--- config.mk ---
export PLATFORM = sky130hd
export DESIGN_NAME = spi_flash_transfer_sequencer_unit
export DESIGN_NICKNAME = d
export VERILOG_FILES = /design/src/rtl/sfts_pkg.sv /design/src/rtl/sfts_cfg.sv /design/src/rtl/sfts_in_stage.sv /design/src/rtl/sfts_seq.sv /design/src/rtl/sfts_out_stage.sv /design/src/rtl/spi_flash_transfer_sequencer_unit.sv
export SDC_FILE = /design/constraint.sdc
export NUM_CORES = 1
export LEC_CHECK = 0
export ABC_AREA = 0
export BUFFER_PORTS_ARGS = -buffer_cell sky130_fd_sc_hd__clkbuf_2
export CAP_MARGIN = 20
export CORE_ASPECT_RATIO = 0.7
export CORE_UTILIZATION = 65
export DETAILED_ROUTE_END_ITERATION = 6
export PLACE_DENSITY = 0.95
export SETUP_SLACK_MARGIN = 0.3
export SLEW_MARGIN = 20
export SYNTH_ARGS = -nofsm -noshare
export SYNTH_HDL_FRONTEND = slang
export SYNTH_SLANG_ARGS = --single-unit
--- constraint.sdc ---
create_clock -name clk -period 11.03 [get_ports clk]
set_input_delay 3.309 -clock clk [delete_from_list [all_inputs] [get_ports clk]]
set_output_delay 3.309 -clock clk [all_outputs]
set_load 0.02 [all_outputs]
--- src/rtl/sfts_pkg.sv ---
// Shared types, codes and helpers for the SPI flash transfer sequencer.
// Used by every module under rtl/; depends on nothing.
package sfts_pkg;

    localparam int DEVICE_COUNT_DEF = 64;
    localparam int MAX_TRANSFER     = 4096;

    localparam int DEV_W    = 6;
    localparam int ADDR_W   = 32;
    localparam int LEN_W    = 13;
    localparam int OFF_W    = 12;
    localparam int ABYTES_W = 3;
    localparam int MASK_W   = 64;

    localparam int IN_DATA_W  = 64;
    localparam int OUT_DATA_W = 80;

    // operation codes on the input stream
    localparam logic [2:0] OP_START_READ  = 3'd0;
    localparam logic [2:0] OP_START_WRITE = 3'd1;
    localparam logic [2:0] OP_START_ERASE = 3'd2;
    localparam logic [2:0] OP_XFER_DONE   = 3'd3;
    localparam logic [2:0] OP_STATUS      = 3'd4;

    // configuration register indexes
    localparam logic [1:0] CFG_ADDR_BYTES  = 2'd0;
    localparam logic [1:0] CFG_PAGE_SIZE   = 2'd1;
    localparam logic [1:0] CFG_DEVICE_SIZE = 2'd2;
    localparam logic [1:0] CFG_DEVICE_MASK = 2'd3;

    // error codes
    localparam logic [1:0] ERR_OK      = 2'd0;
    localparam logic [1:0] ERR_BAD_ARG = 2'd1;
    localparam logic [1:0] ERR_BAD_CFG = 2'd2;

    // SPI command bytes
    localparam logic [7:0] SPI_RD_DATA = 8'h03;
    localparam logic [7:0] SPI_RDSR    = 8'h05;
    localparam logic [7:0] SPI_PROG    = 8'h02;
    localparam logic [7:0] SPI_WREN    = 8'h06;
    localparam logic [7:0] SPI_ERASE   = 8'hD8;
    localparam logic [7:0] SPI_NONE    = 8'h00;

    localparam logic [1:0] OPK_READ  = 2'd0;
    localparam logic [1:0] OPK_WRITE = 2'd1;
    localparam logic [1:0] OPK_ERASE = 2'd2;

    typedef enum logic [2:0] {
        PH_IDLE = 3'd0,
        PH_READ = 3'd1,
        PH_WREN = 3'd2,
        PH_CMD  = 3'd3,
        PH_POLL = 3'd4
    } phase_t;

    typedef enum logic [2:0] {
        KIND_DONE  = 3'd0,
        KIND_WREN  = 3'd1,
        KIND_READ  = 3'd2,
        KIND_PROG  = 3'd3,
        KIND_ERASE = 3'd4,
        KIND_RDSR  = 3'd5,
        KIND_ERROR = 3'd6
    } kind_t;

    typedef struct packed {
        logic [ABYTES_W-1:0] addr_bytes;
        logic [LEN_W-1:0]    page_size;
        logic [ADDR_W-1:0]   device_size;
    } cfg_t;

    typedef struct packed {
        logic [2:0]        operation;
        logic [DEV_W-1:0]  device;
        logic [ADDR_W-1:0] start_address;
        logic [LEN_W-1:0]  length;
        logic [7:0]        status_byte;
    } item_t;

    typedef struct packed {
        kind_t               kind;
        logic [DEV_W-1:0]    chip_select;
        logic [7:0]          opcode;
        logic [ADDR_W-1:0]   flash_address;
        logic [ABYTES_W-1:0] address_count;
        logic [LEN_W-1:0]    data_length;
        logic [OFF_W-1:0]    data_offset;
        logic [1:0]          error_code;
    } result_t;

    // bytes up to the next page boundary, capped by what is left
    function automatic logic [LEN_W-1:0] next_chunk(
        input logic [ADDR_W-1:0] addr,
        input logic [LEN_W-1:0]  left,
        input logic [LEN_W-1:0]  pg
    );
        logic [ADDR_W-1:0] pg32;
        logic [ADDR_W-1:0] span;
        pg32 = ADDR_W'(pg);
        span = pg32 - (addr & (pg32 - ADDR_W'(1)));
        return (ADDR_W'(left) < span) ? left : span[LEN_W-1:0];
    endfunction

endpackage

--- src/rtl/sfts_cfg.sv ---
// Configuration registers of the SPI flash transfer sequencer.
// Depends on sfts_pkg.
module sfts_cfg #(
    parameter int DEVICE_COUNT = sfts_pkg::DEVICE_COUNT_DEF
) (
    input  logic                           clk,
    input  logic                           rst_n,
    input  logic                           cfg_valid,
    output logic                           cfg_ready,
    input  logic [1:0]                     cfg_index,
    input  logic [sfts_pkg::MASK_W-1:0]    cfg_data,
    output sfts_pkg::cfg_t                 cfg,
    output logic [DEVICE_COUNT-1:0]        dev_mask
);

    sfts_pkg::cfg_t          cfg_reg;
    logic [DEVICE_COUNT-1:0] mask_reg;

    assign cfg_ready = 1'b1;
    assign cfg       = cfg_reg;
    assign dev_mask  = mask_reg;

    always_ff @(posedge clk or negedge rst_n)
    begin
        if (!rst_n)
        begin
            cfg_reg  <= '0;
            mask_reg <= DEVICE_COUNT'(1);
        end
        else if (cfg_valid)
        begin
            unique case (cfg_index)
                sfts_pkg::CFG_ADDR_BYTES:
                    cfg_reg.addr_bytes <= cfg_data[sfts_pkg::ABYTES_W-1:0];
                sfts_pkg::CFG_PAGE_SIZE:
                    cfg_reg.page_size <= cfg_data[sfts_pkg::LEN_W-1:0];
                sfts_pkg::CFG_DEVICE_SIZE:
                    cfg_reg.device_size <= cfg_data[sfts_pkg::ADDR_W-1:0];
                sfts_pkg::CFG_DEVICE_MASK:
                    mask_reg <= cfg_data[DEVICE_COUNT-1:0];
                default:
                    cfg_reg <= cfg_reg;
            endcase
        end
    end

endmodule

--- src/rtl/sfts_in_stage.sv ---
// Input register of the sequencer: holds one request or event.
// Depends on sfts_pkg.
module sfts_in_stage (
    input  logic            clk,
    input  logic            rst_n,
    input  logic            in_valid,
    output logic            in_ready,
    input  sfts_pkg::item_t in_item,
    input  logic            take,
    output logic            item_valid,
    output sfts_pkg::item_t item
);

    logic            valid_reg;
    logic            valid_next;
    sfts_pkg::item_t item_reg;

    assign in_ready   = !valid_reg || take;
    assign item_valid = valid_reg;
    assign item       = item_reg;

    always_comb
    begin
        valid_next = valid_reg;
        if (in_valid && in_ready)
            valid_next = 1'b1;
        else if (take)
            valid_next = 1'b0;
    end

    always_ff @(posedge clk or negedge rst_n)
    begin
        if (!rst_n)
            valid_reg <= 1'b0;
        else
            valid_reg <= valid_next;
    end

    always_ff @(posedge clk)
    begin
        if (in_valid && in_ready)
            item_reg <= in_item;
    end

endmodule

--- src/rtl/sfts_seq.sv ---
// Transfer state and one-pass descriptor logic: start checks, page split,
// write enable / program / status poll sequencing. Depends on sfts_pkg.
module sfts_seq #(
    parameter int DEVICE_COUNT = sfts_pkg::DEVICE_COUNT_DEF
) (
    input  logic                    clk,
    input  logic                    rst_n,
    input  logic                    go,
    input  sfts_pkg::item_t         item,
    input  sfts_pkg::cfg_t          cfg,
    input  logic [DEVICE_COUNT-1:0] dev_mask,
    output logic                    res_valid,
    output sfts_pkg::result_t       res
);

    sfts_pkg::phase_t                 phase_reg, phase_next;
    logic [1:0]                       op_kind_reg, op_kind_next;
    logic [sfts_pkg::DEV_W-1:0]       target_reg, target_next;
    logic [sfts_pkg::ADDR_W-1:0]      addr_reg, addr_next;
    logic [sfts_pkg::LEN_W-1:0]       left_reg, left_next;
    logic [sfts_pkg::LEN_W-1:0]       chunk_reg, chunk_next;
    logic [sfts_pkg::OFF_W-1:0]       off_reg, off_next;

    logic [sfts_pkg::ADDR_W-1:0]      adv_addr;
    logic [sfts_pkg::OFF_W-1:0]       adv_off;
    logic [sfts_pkg::LEN_W-1:0]       adv_left;
    logic [sfts_pkg::ADDR_W-1:0]      chk_addr;
    logic [sfts_pkg::LEN_W-1:0]       chk_left;
    logic [sfts_pkg::LEN_W-1:0]       chunk;
    logic [sfts_pkg::MASK_W-1:0]      mask_ext;
    logic                             is_start;
    logic                             is_erase;
    logic                             is_done;
    logic                             is_status;
    logic                             dev_ok;
    logic                             cfg_bad;
    logic                             arg_bad;
    logic                             addr_wide;
    logic                             busy;

    // advance, start checks and chunk size
    always_comb
    begin
        adv_addr  = addr_reg + sfts_pkg::ADDR_W'(chunk_reg);
        adv_off   = off_reg + chunk_reg[sfts_pkg::OFF_W-1:0];
        adv_left  = (chunk_reg <= left_reg) ? left_reg - chunk_reg : '0;

        is_start  = item.operation <= sfts_pkg::OP_START_ERASE;
        is_erase  = item.operation == sfts_pkg::OP_START_ERASE;
        is_done   = item.operation == sfts_pkg::OP_XFER_DONE;
        is_status = item.operation == sfts_pkg::OP_STATUS;
        busy      = item.status_byte[0];

        mask_ext  = sfts_pkg::MASK_W'(dev_mask);
        dev_ok    = mask_ext[item.device];

        cfg_bad = (cfg.addr_bytes == '0) || (cfg.addr_bytes > 3'd4) ||
                  (cfg.device_size == '0) ||
                  (!is_erase && ((cfg.page_size == '0) ||
                                 ((cfg.page_size & (cfg.page_size - 1'b1)) != '0) ||
                                 (cfg.page_size > sfts_pkg::LEN_W'(sfts_pkg::MAX_TRANSFER))));

        unique case (cfg.addr_bytes)
            3'd1:    addr_wide = item.start_address[31:8] != '0;
            3'd2:    addr_wide = item.start_address[31:16] != '0;
            3'd3:    addr_wide = item.start_address[31:24] != '0;
            default: addr_wide = 1'b0;
        endcase

        arg_bad = addr_wide ||
                  (is_erase && (item.start_address >= cfg.device_size)) ||
                  (!is_erase &&
                   ((item.length == '0) ||
                    (item.length > sfts_pkg::LEN_W'(sfts_pkg::MAX_TRANSFER)) ||
                    (sfts_pkg::ADDR_W'(item.length) > cfg.device_size) ||
                    (item.start_address >
                     cfg.device_size - sfts_pkg::ADDR_W'(item.length))));

        priority if (phase_reg == sfts_pkg::PH_IDLE)
        begin
            chk_addr = item.start_address;
            chk_left = item.length;
        end
        else if (phase_reg == sfts_pkg::PH_READ)
        begin
            chk_addr = adv_addr;
            chk_left = adv_left;
        end
        else
        begin
            chk_addr = addr_reg;
            chk_left = left_reg;
        end
        chunk = sfts_pkg::next_chunk(chk_addr, chk_left, cfg.page_size);
    end

    // next state
    always_comb
    begin
        phase_next   = phase_reg;
        op_kind_next = op_kind_reg;
        target_next  = target_reg;
        addr_next    = addr_reg;
        left_next    = left_reg;
        chunk_next   = chunk_reg;
        off_next     = off_reg;
        unique case (phase_reg)
            sfts_pkg::PH_IDLE:
            begin
                if (go && is_start && dev_ok && !cfg_bad && !arg_bad)
                begin
                    op_kind_next = item.operation[1:0];
                    target_next  = item.device;
                    addr_next    = item.start_address;
                    left_next    = is_erase ? '0 : item.length;
                    off_next     = '0;
                    if (item.operation == sfts_pkg::OP_START_READ)
                    begin
                        phase_next = sfts_pkg::PH_READ;
                        chunk_next = chunk;
                    end
                    else
                    begin
                        phase_next = sfts_pkg::PH_WREN;
                        chunk_next = '0;
                    end
                end
            end
            sfts_pkg::PH_READ:
            begin
                if (go && is_done)
                begin
                    addr_next = adv_addr;
                    off_next  = adv_off;
                    left_next = adv_left;
                    if (adv_left == '0)
                    begin
                        phase_next = sfts_pkg::PH_IDLE;
                        chunk_next = '0;
                    end
                    else
                        chunk_next = chunk;
                end
            end
            sfts_pkg::PH_WREN:
            begin
                if (go && is_done)
                begin
                    phase_next = sfts_pkg::PH_CMD;
                    if (op_kind_reg != sfts_pkg::OPK_ERASE)
                        chunk_next = chunk;
                end
            end
            sfts_pkg::PH_CMD:
            begin
                if (go && is_done)
                    phase_next = sfts_pkg::PH_POLL;
            end
            sfts_pkg::PH_POLL:
            begin
                if (go && is_status && !busy)
                begin
                    addr_next  = adv_addr;
                    off_next   = adv_off;
                    left_next  = adv_left;
                    chunk_next = '0;
                    if (op_kind_reg == sfts_pkg::OPK_WRITE && adv_left != '0)
                        phase_next = sfts_pkg::PH_WREN;
                    else
                        phase_next = sfts_pkg::PH_IDLE;
                end
            end
            default:
                phase_next = sfts_pkg::PH_IDLE;
        endcase
    end

    // descriptor
    always_comb
    begin
        res_valid         = 1'b0;
        res               = '0;
        res.kind          = sfts_pkg::KIND_DONE;
        res.chip_select   = target_reg;
        unique case (phase_reg)
            sfts_pkg::PH_IDLE:
            begin
                res_valid       = go && is_start;
                res.chip_select = item.device;
                priority if (!dev_ok)
                begin
                    res.kind       = sfts_pkg::KIND_ERROR;
                    res.error_code = sfts_pkg::ERR_BAD_ARG;
                end
                else if (cfg_bad)
                begin
                    res.kind       = sfts_pkg::KIND_ERROR;
                    res.error_code = sfts_pkg::ERR_BAD_CFG;
                end
                else if (arg_bad)
                begin
                    res.kind       = sfts_pkg::KIND_ERROR;
                    res.error_code = sfts_pkg::ERR_BAD_ARG;
                end
                else if (item.operation == sfts_pkg::OP_START_READ)
                begin
                    res.kind          = sfts_pkg::KIND_READ;
                    res.opcode        = sfts_pkg::SPI_RD_DATA;
                    res.flash_address = item.start_address;
                    res.address_count = cfg.addr_bytes;
                    res.data_length   = chunk;
                end
                else
                begin
                    res.kind   = sfts_pkg::KIND_WREN;
                    res.opcode = sfts_pkg::SPI_WREN;
                end
            end
            sfts_pkg::PH_READ:
            begin
                res_valid = go && is_done;
                if (adv_left != '0)
                begin
                    res.kind          = sfts_pkg::KIND_READ;
                    res.opcode        = sfts_pkg::SPI_RD_DATA;
                    res.flash_address = adv_addr;
                    res.address_count = cfg.addr_bytes;
                    res.data_length   = chunk;
                    res.data_offset   = adv_off;
                end
            end
            sfts_pkg::PH_WREN:
            begin
                res_valid         = go && is_done;
                res.flash_address = addr_reg;
                res.address_count = cfg.addr_bytes;
                if (op_kind_reg == sfts_pkg::OPK_ERASE)
                begin
                    res.kind   = sfts_pkg::KIND_ERASE;
                    res.opcode = sfts_pkg::SPI_ERASE;
                end
                else
                begin
                    res.kind        = sfts_pkg::KIND_PROG;
                    res.opcode      = sfts_pkg::SPI_PROG;
                    res.data_length = chunk;
                    res.data_offset = off_reg;
                end
            end
            sfts_pkg::PH_CMD:
            begin
                res_valid       = go && is_done;
                res.kind        = sfts_pkg::KIND_RDSR;
                res.opcode      = sfts_pkg::SPI_RDSR;
                res.data_length = sfts_pkg::LEN_W'(1);
            end
            sfts_pkg::PH_POLL:
            begin
                res_valid = go && is_status;
                priority if (busy)
                begin
                    res.kind        = sfts_pkg::KIND_RDSR;
                    res.opcode      = sfts_pkg::SPI_RDSR;
                    res.data_length = sfts_pkg::LEN_W'(1);
                end
                else if (op_kind_reg == sfts_pkg::OPK_WRITE && adv_left != '0)
                begin
                    res.kind   = sfts_pkg::KIND_WREN;
                    res.opcode = sfts_pkg::SPI_WREN;
                end
                else
                    res.kind = sfts_pkg::KIND_DONE;
            end
            default:
                res_valid = 1'b0;
        endcase
    end

    always_ff @(posedge clk or negedge rst_n)
    begin
        if (!rst_n)
        begin
            phase_reg   <= sfts_pkg::PH_IDLE;
            op_kind_reg <= '0;
            target_reg  <= '0;
            addr_reg    <= '0;
            left_reg    <= '0;
            chunk_reg   <= '0;
            off_reg     <= '0;
        end
        else
        begin
            phase_reg   <= phase_next;
            op_kind_reg <= op_kind_next;
            target_reg  <= target_next;
            addr_reg    <= addr_next;
            left_reg    <= left_next;
            chunk_reg   <= chunk_next;
            off_reg     <= off_next;
        end
    end

    a_read_kind: assert property (@(posedge clk) disable iff (!rst_n)
        phase_reg == sfts_pkg::PH_READ |-> op_kind_reg == sfts_pkg::OPK_READ)
        else $error("read phase with non-read transfer");

    a_erase_no_bytes: assert property (@(posedge clk) disable iff (!rst_n)
        (phase_reg != sfts_pkg::PH_IDLE && op_kind_reg == sfts_pkg::OPK_ERASE)
        |-> left_reg == '0)
        else $error("erase carries a byte count");

    a_done_to_idle: assert property (@(posedge clk) disable iff (!rst_n)
        (res_valid && res.kind == sfts_pkg::KIND_DONE) |=> phase_reg == sfts_pkg::PH_IDLE)
        else $error("done descriptor without return to idle");

    a_error_stays_idle: assert property (@(posedge clk) disable iff (!rst_n)
        (res_valid && res.kind == sfts_pkg::KIND_ERROR) |=> phase_reg == sfts_pkg::PH_IDLE)
        else $error("rejected request left the sequencer busy");

endmodule

--- src/rtl/sfts_out_stage.sv ---
// Result register: holds one descriptor until the consumer takes it.
// Depends on sfts_pkg.
module sfts_out_stage (
    input  logic              clk,
    input  logic              rst_n,
    input  logic              load,
    input  sfts_pkg::result_t res,
    output logic              free,
    output logic              out_valid,
    input  logic              out_ready,
    output sfts_pkg::result_t out_res
);

    logic              valid_reg;
    logic              valid_next;
    sfts_pkg::result_t res_reg;

    assign free      = !valid_reg || out_ready;
    assign out_valid = valid_reg;
    assign out_res   = res_reg;

    always_comb
    begin
        valid_next = valid_reg;
        if (load)
            valid_next = 1'b1;
        else if (out_ready)
            valid_next = 1'b0;
    end

    always_ff @(posedge clk or negedge rst_n)
    begin
        if (!rst_n)
            valid_reg <= 1'b0;
        else
            valid_reg <= valid_next;
    end

    always_ff @(posedge clk)
    begin
        if (load)
            res_reg <= res;
    end

endmodule

--- src/rtl/spi_flash_transfer_sequencer_unit.sv ---
// Top level of the SPI flash transfer sequencer.
// Depends on sfts_pkg, sfts_cfg, sfts_in_stage, sfts_seq, sfts_out_stage.
//
//   channel   direction  payload
//   s_axis    in         tuser: operation; tdata: device, start_address, length, status_byte
//   m_axis    out        tuser: kind; tdata: chip_select .. error_code
//   cfg       in         cfg_index, cfg_data (write only)
//
// An event is registered, then decoded combinationally into at most one
// descriptor that lands in the result register.
// One event per cycle is accepted while the result register is free or drained.
// Reset empties both registers, the sequencer goes idle, device_mask reads 1.
// A stall on m_axis backs up through the input register to s_axis_tready.
module spi_flash_transfer_sequencer_unit #(
    parameter int DEVICE_COUNT = sfts_pkg::DEVICE_COUNT_DEF
) (
    input  logic                             clk,
    input  logic                             rst_n,
    input  logic                             s_axis_tvalid,
    output logic                             s_axis_tready,
    // [5:0] device, [37:6] start_address, [50:38] length, [58:51] status_byte
    input  logic [sfts_pkg::IN_DATA_W-1:0]   s_axis_tdata,
    // [2:0] operation
    input  logic [2:0]                       s_axis_tuser,
    output logic                             m_axis_tvalid,
    input  logic                             m_axis_tready,
    // [5:0] chip_select, [13:6] opcode, [45:14] flash_address, [48:46] address_count,
    // [61:49] data_length, [73:62] data_offset, [75:74] error_code
    output logic [sfts_pkg::OUT_DATA_W-1:0]  m_axis_tdata,
    // [2:0] kind
    output logic [2:0]                       m_axis_tuser,
    input  logic                             cfg_valid,
    output logic                             cfg_ready,
    input  logic [1:0]                       cfg_index,
    input  logic [sfts_pkg::MASK_W-1:0]      cfg_data
);

    sfts_pkg::cfg_t          cfg;
    logic [DEVICE_COUNT-1:0] dev_mask;
    sfts_pkg::item_t         in_item;
    sfts_pkg::item_t         item;
    logic                    item_valid;
    logic                    go;
    logic                    out_free;
    logic                    res_valid;
    sfts_pkg::result_t       res;
    sfts_pkg::result_t       out_res;

    assign in_item.operation     = s_axis_tuser;
    assign in_item.device        = s_axis_tdata[5:0];
    assign in_item.start_address = s_axis_tdata[37:6];
    assign in_item.length        = s_axis_tdata[50:38];
    assign in_item.status_byte   = s_axis_tdata[58:51];

    assign go = item_valid && out_free;

    sfts_cfg #(
        .DEVICE_COUNT(DEVICE_COUNT)
    ) u_cfg (
        .clk      (clk),
        .rst_n    (rst_n),
        .cfg_valid(cfg_valid),
        .cfg_ready(cfg_ready),
        .cfg_index(cfg_index),
        .cfg_data (cfg_data),
        .cfg      (cfg),
        .dev_mask (dev_mask)
    );

    sfts_in_stage u_in (
        .clk       (clk),
        .rst_n     (rst_n),
        .in_valid  (s_axis_tvalid),
        .in_ready  (s_axis_tready),
        .in_item   (in_item),
        .take      (go),
        .item_valid(item_valid),
        .item      (item)
    );

    sfts_seq #(
        .DEVICE_COUNT(DEVICE_COUNT)
    ) u_seq (
        .clk      (clk),
        .rst_n    (rst_n),
        .go       (go),
        .item     (item),
        .cfg      (cfg),
        .dev_mask (dev_mask),
        .res_valid(res_valid),
        .res      (res)
    );

    sfts_out_stage u_out (
        .clk      (clk),
        .rst_n    (rst_n),
        .load     (res_valid),
        .res      (res),
        .free     (out_free),
        .out_valid(m_axis_tvalid),
        .out_ready(m_axis_tready),
        .out_res  (out_res)
    );

    assign m_axis_tuser = out_res.kind;
    assign m_axis_tdata = {4'b0000,
                           out_res.error_code,
                           out_res.data_offset,
                           out_res.data_length,
                           out_res.address_count,
                           out_res.flash_address,
                           out_res.opcode,
                           out_res.chip_select};

endmodule

* Yosys cells after proc, flatten, opt, wreduce, memory -nomap -nowiden
Index checks and enable logic that the tools add are counted.
** Operators by class
- Order comparisons :: 10
- Bitwise gates (word level) :: 2
- Equal/unequal tests :: 23
- Reduce and logical (&&, ||, !) cells :: 58
- Add/subtract/negate cells :: 7
- Mux-type cells :: 72
** Operators by type and width (number)
- 13-bit two-way mux :: 15
- 56-bit two-way mux :: 3
- 32-bit two-way mux :: 5
- 35-bit case mux with 3 select lines :: 1
- 32-bit case mux with 3 select lines :: 1
- 13-bit case mux with 5 select lines :: 1
- 62-bit two-way mux :: 1
- 13-bit case mux with 4 select lines :: 1
- 48-bit two-way mux :: 1
- 3-bit two-way mux :: 14
- 8-bit case mux with 5 select lines :: 1
- 13-bit logical NOT :: 3
- 13-bit case mux with 3 select lines :: 1
- 12-bit two-way mux :: 3
- 12-bit case mux with 3 select lines :: 1
- 32-bit by 13-bit adder with 32-bit output :: 1
- 32-bit bitwise AND :: 1
- 32-bit >= comparator :: 1
- 13-bit by 32-bit greater-than comparator with 1-bit output :: 1
- 32-bit greater-than comparator :: 1
- 32-bit logical NOT :: 1
- 13-bit by 32-bit < comparator with 1-bit output :: 1
- 13-bit by 32-bit subtractor with 32-bit output :: 1
- 32-bit by 13-bit subtractor with 32-bit output :: 1
- other kinds (42) :: 111
** Word-level totals
- Register bits :: 329
- Input bits :: 138
- Logic and storage cells :: 199
- Output and inout bits :: 86

* Depth between registers and ports, before layout
- Word-level depth :: 12
- Depth in mapped cells :: 33
- Gate-level depth less buffers :: 31

* Cells and area by module
From an unflattened synthesis, not the netlist that was laid out.
** Second synthesis, totals
- Cells, all modules :: 2309
- Area total of the unflattened synthesis :: 22348.9 µm²
** By module, submodules not included
- sfts_seq :: area each 13736.9 µm², cells each 1915, times used 1, sequential area each 2026.9 µm²
- sfts_cfg :: area each 4236.6 µm², cells each 240, times used 1, sequential area each 2803.9 µm²
- sfts_out_stage :: area each 2419.8 µm², cells each 82, times used 1, sequential area each 2397.3 µm²
- sfts_in_stage :: area each 1915.6 µm², cells each 66, times used 1, sequential area each 1886.8 µm²
- spi_flash_transfer_sequencer_unit :: area each 40.0 µm², cells each 6, times used 1, sequential area each 0.0 µm²

* Worst setup path before layout
OpenSTA, ideal clock, no wires.
- Kind :: input to register
- Start point :: input m_axis_tready
- End point :: register u_out.res_reg (netlist bit u_out.out_res[0]) (enable)
- Data required time :: 10411 ps
- Library setup time :: 619 ps
- Slack :: 1153 ps
- Stages on the path :: 5
- Path buffers :: 0
- Data arrival time :: 9257 ps
- Path through :: nand2b_1 > nand2_1 > nor2_1 > nand3_1 > o31ai_1
** Between the ends
- Word-level cells in the longest chain between the ends :: 4
- Elaborated cells on any way between the ends :: 6
- Those cells by class :: 1 x mux; 5 x reduce/logical
** RTL lines
- start, declared :: line spi_flash_transfer_sequencer_unit.sv:26 : input logic m_axis_tready,
- 1-bit logical OR (*) :: line sfts_out_stage.sv:18 : assign free = !valid_reg || out_ready;
- 1-bit logical AND (*) :: line spi_flash_transfer_sequencer_unit.sv:55 : assign go = item_valid && out_free;
- 1-bit logical AND, on equally long branches
- 1-bit case mux with 3 select lines (*) :: line sfts_seq.sv:185 : unique case (phase_reg)
- net res_valid :: line spi_flash_transfer_sequencer_unit.sv:45 : logic res_valid;
- end signal, assigned :: line sfts_out_stage.sv:42 : res_reg <= res;
- end, declared :: line sfts_out_stage.sv:16 : sfts_pkg::result_t res_reg;
The timed path passes the listed nets; every way through them passes the cells marked *.
A chain may end at the register's enable or synchronous reset.

==> run summary <==
final instance area - 24300 um2
IO Port Bufs - 205
die area - 34600 um2
cell area power density - 266 nW/um2
syn_area_per_cell - 9.68 um2
Synth async-reset ratio - 60.0%
distinct cell type count of the synthesized netlist - 101
core footprint - 32800 um2
CTS tree - done
post-cts sizing count - 0
peak supply drop - 0.000214 V
I/O pin cnt - 224
FF+latch count, synth - 325
maximum clock path buffer count - 3
htree depth - 1
TritonCTS Buffers - 31
DRT iter0 DRCs - 2887
Detailed Route WL - 73.2 mm
Layout area overhead - 10.6%
total power - 6480 uW
post-DR vias/cell - 7.01
via count - 20.1k
Hold Buf Count CTS - 0
Row Count - 55
Clock power frac - 17.0%
Final GP Congestion - 0.993
clock sink total - 325
Slew HR - 25.6%
starting density of the core - 67.0%
fin crit share - 79.4%
global-route wire length before repair - 111 mm
clk slew on worst S/H paths - 70 ps
outcome - complete, no violations
Yosys top cell area share - 22.1%
P_leak - 0.0104 uW
crit path kind - reg -> reg
switching pwr - 3030 uW
minimum hold slack - 507 ps
ratio of cells with drive above 1 in the final layout - 19.7%
post-route DRC violation count - 0
critical-path maximum fanout - 13
DPL Wire Length - 54.6 mm
Final nets - 2701
# fillers - 2220
die height - 156 um
Max-cap violations - 0
RSZ-0062 raised after global routing - no
Synth warnings - 0
post-synthesis cell area - 22000 um2
Flop pwr share - 29.8%
vias in the first global route - 19.2k
Hold WC Path Type - reg -> reg
switching share of power - 46.8%
Critical Path Most Common Cell - ha_1
WL/cell - 25.5 um
post-synthesis cell count - 2272
Antenna Nets Post-Route - 0
sequential fraction of the synthesis area - 39.9%
highest clock rate - 0.114 GHz
Slowest cell on crit path - a211oi_1
Util after Layout - 74.1%
pin count of the biggest net entering global routing - 82
total gr overflow - 0
initial antenna violation count - 2
Worst EP required - 11360 ps
max reg flops - 75
post-CTS setup repair buffer count - 0
Comb pwr share - 53.2%
slowest stage delay, CP - 700 ps
setup TNS - 0 ps
Worst EP arrival - 9090 ps
commonest non-fill, non-tap cells in the layout - nand2_1 (231), clkbuf_2 (204), dfrtp_1 (194)
top cells by area, synth - dfrtp_1 (22%), edfxtp_1 (18%), ha_1 (8.1%)
die width - 222 um
Primary FF master, synth - dfrtp_1
final slew viol count - 0
Min Clock Period, post-route - 8760 ps
critical path capture point type - register
DR pass1 iterations - 6
GRT Overall Usage - 41.9%
post-synth top area cell - dfrtp_1
EDFF count, synth - 130
final setup fails - 0
clock root buffer - clkbuf_16
final hold vios - 0
P_int - 3440 uW
startpoint types - register
Cell Area, Placed - 23300 um2
Final Skew - 29.5 ps
Worst Tran Pin Value - 1120 ps
commonest non-fill, non-tap cell in the layout - nand2_1
worst skew pair latency - 610 ps
## Yosys cell counts, types with 12 or more instances
cell,count
mux2i_1,29
nand4_1,31
o21ai_0,134
clkbuf_1,84
a211oi_1,21
nor3_1,47
nor4_1,28
or3_1,16
o31ai_1,16
buf_2,12
mux4_2,20
dfrtp_1,194
xnor2_1,63
o21a_1,21
a22oi_1,14
nand3_1,48
inv_1,112
a21oi_1,136
buf_1,14
o21ai_1,20
a31oi_1,34
and3_1,17
nand2b_1,18
nor2b_1,14
xor2_1,24
o211ai_1,21
ha_1,142
edfxtp_1,130
nand2_1,231
nor2_1,168
a21o_1,36
mux2_2,125
and2_1,15
## worst max-delay path: cells and delay by family, from the launching register on
family | cells | cell delay (ps)
XOR/XNOR | 2 | 630
adder cells (fa/ha/maj) | 4 | 1510
multiplexers | 1 | 330
flip-flops | 1 | 510
AO/OA/AOI/OAI | 12 | 3360
buffers and inverters | 3 | 600
AND/OR/NAND/NOR | 8 | 1530
## per-layer routing
layer	global-route usage, %	share of wire [%]
met1	58.3	38
met2	63.2	44
met3	9.53	13
met4	17.9	4.9
met5	0	0
## power groups by stage
stage	clock network [uW]	logic (uW)	registers, uW
6_report	1100	3450	1930
3_5_place_dp	0	3290	1920
4_1_cts	1100	3340	1900
2_1_floorplan	0	2460	1800
5_1_grt	1150	3720	1950
3_3_place_gp	0	3180	1900
## cell families (layout without fill, tap and decap cells)
group,count (synthesis),after routing,share of synthesized area (%)
xor gates and xnor gates,87,87,3.46
and+or+nand+nor,693,693,15.4
adders and majority gates,146,146,8.44
muxes,174,174,9.77
AOI/OAI and AO/OA,608,608,18.6
DFF,325,325,39.9
buffers and inverters,237,403,4.44
other,2,7,0.0341
## per-stage QoR
step / std cells / worst slack (ps)
3_3_place_gp: 2811 / 2730
6_report: 2870 / 2270
3_5_place_dp: 2811 / 2710
4_1_cts: 2869 / 2610
5_1_grt: 2869 / 1940
2_1_floorplan: 2276 / 1150
## final cells by class
| type | count | area, um2 | area share, % |
|---|---|---|---|
| Sequential cell | 325 | 8780 | 36.1 |
| Inverter | 112 | 420 | 1.73 |
| Multi-Input combinational cell | 1714 | 12300 | 50.6 |
| Timing Repair Buffer | 233 | 1240 | 5.12 |
| Antenna cell | 1 | 2.50 | 0.0103 |
| Clock buffer | 42 | 881 | 3.62 |
| Clock inverter | 16 | 153 | 0.628 |
| Tap cell | 427 | 534 | 2.20 |
## final timing paths
check / start / to / slack (ps) / depth (start not counted)
max in group asynchronous: rst_n / u_cfg.dev_mask[24]$_DFFE_PN0P_ / 6130 / 3
max: u_seq.chunk_reg[0]$_DFFE_PN0P_ / u_out.out_res[14]$_DFFE_PP_ / 2270 / 30
min: u_cfg.dev_mask[25]$_DFFE_PN0P_ / u_cfg.dev_mask[25]$_DFFE_PN0P_ / 510 / 1
min reg2reg: u_cfg.dev_mask[25]$_DFFE_PN0P_ / u_cfg.dev_mask[25]$_DFFE_PN0P_ / 510 / 1
min in group asynchronous: rst_n / u_seq.off_reg[5]$_DFFE_PN0P_ / 2790 / 1
max reg2reg: u_seq.chunk_reg[0]$_DFFE_PN0P_ / u_out.out_res[14]$_DFFE_PP_ / 2270 / 30
No activity file was read; power rests on OpenSTA's default activity.
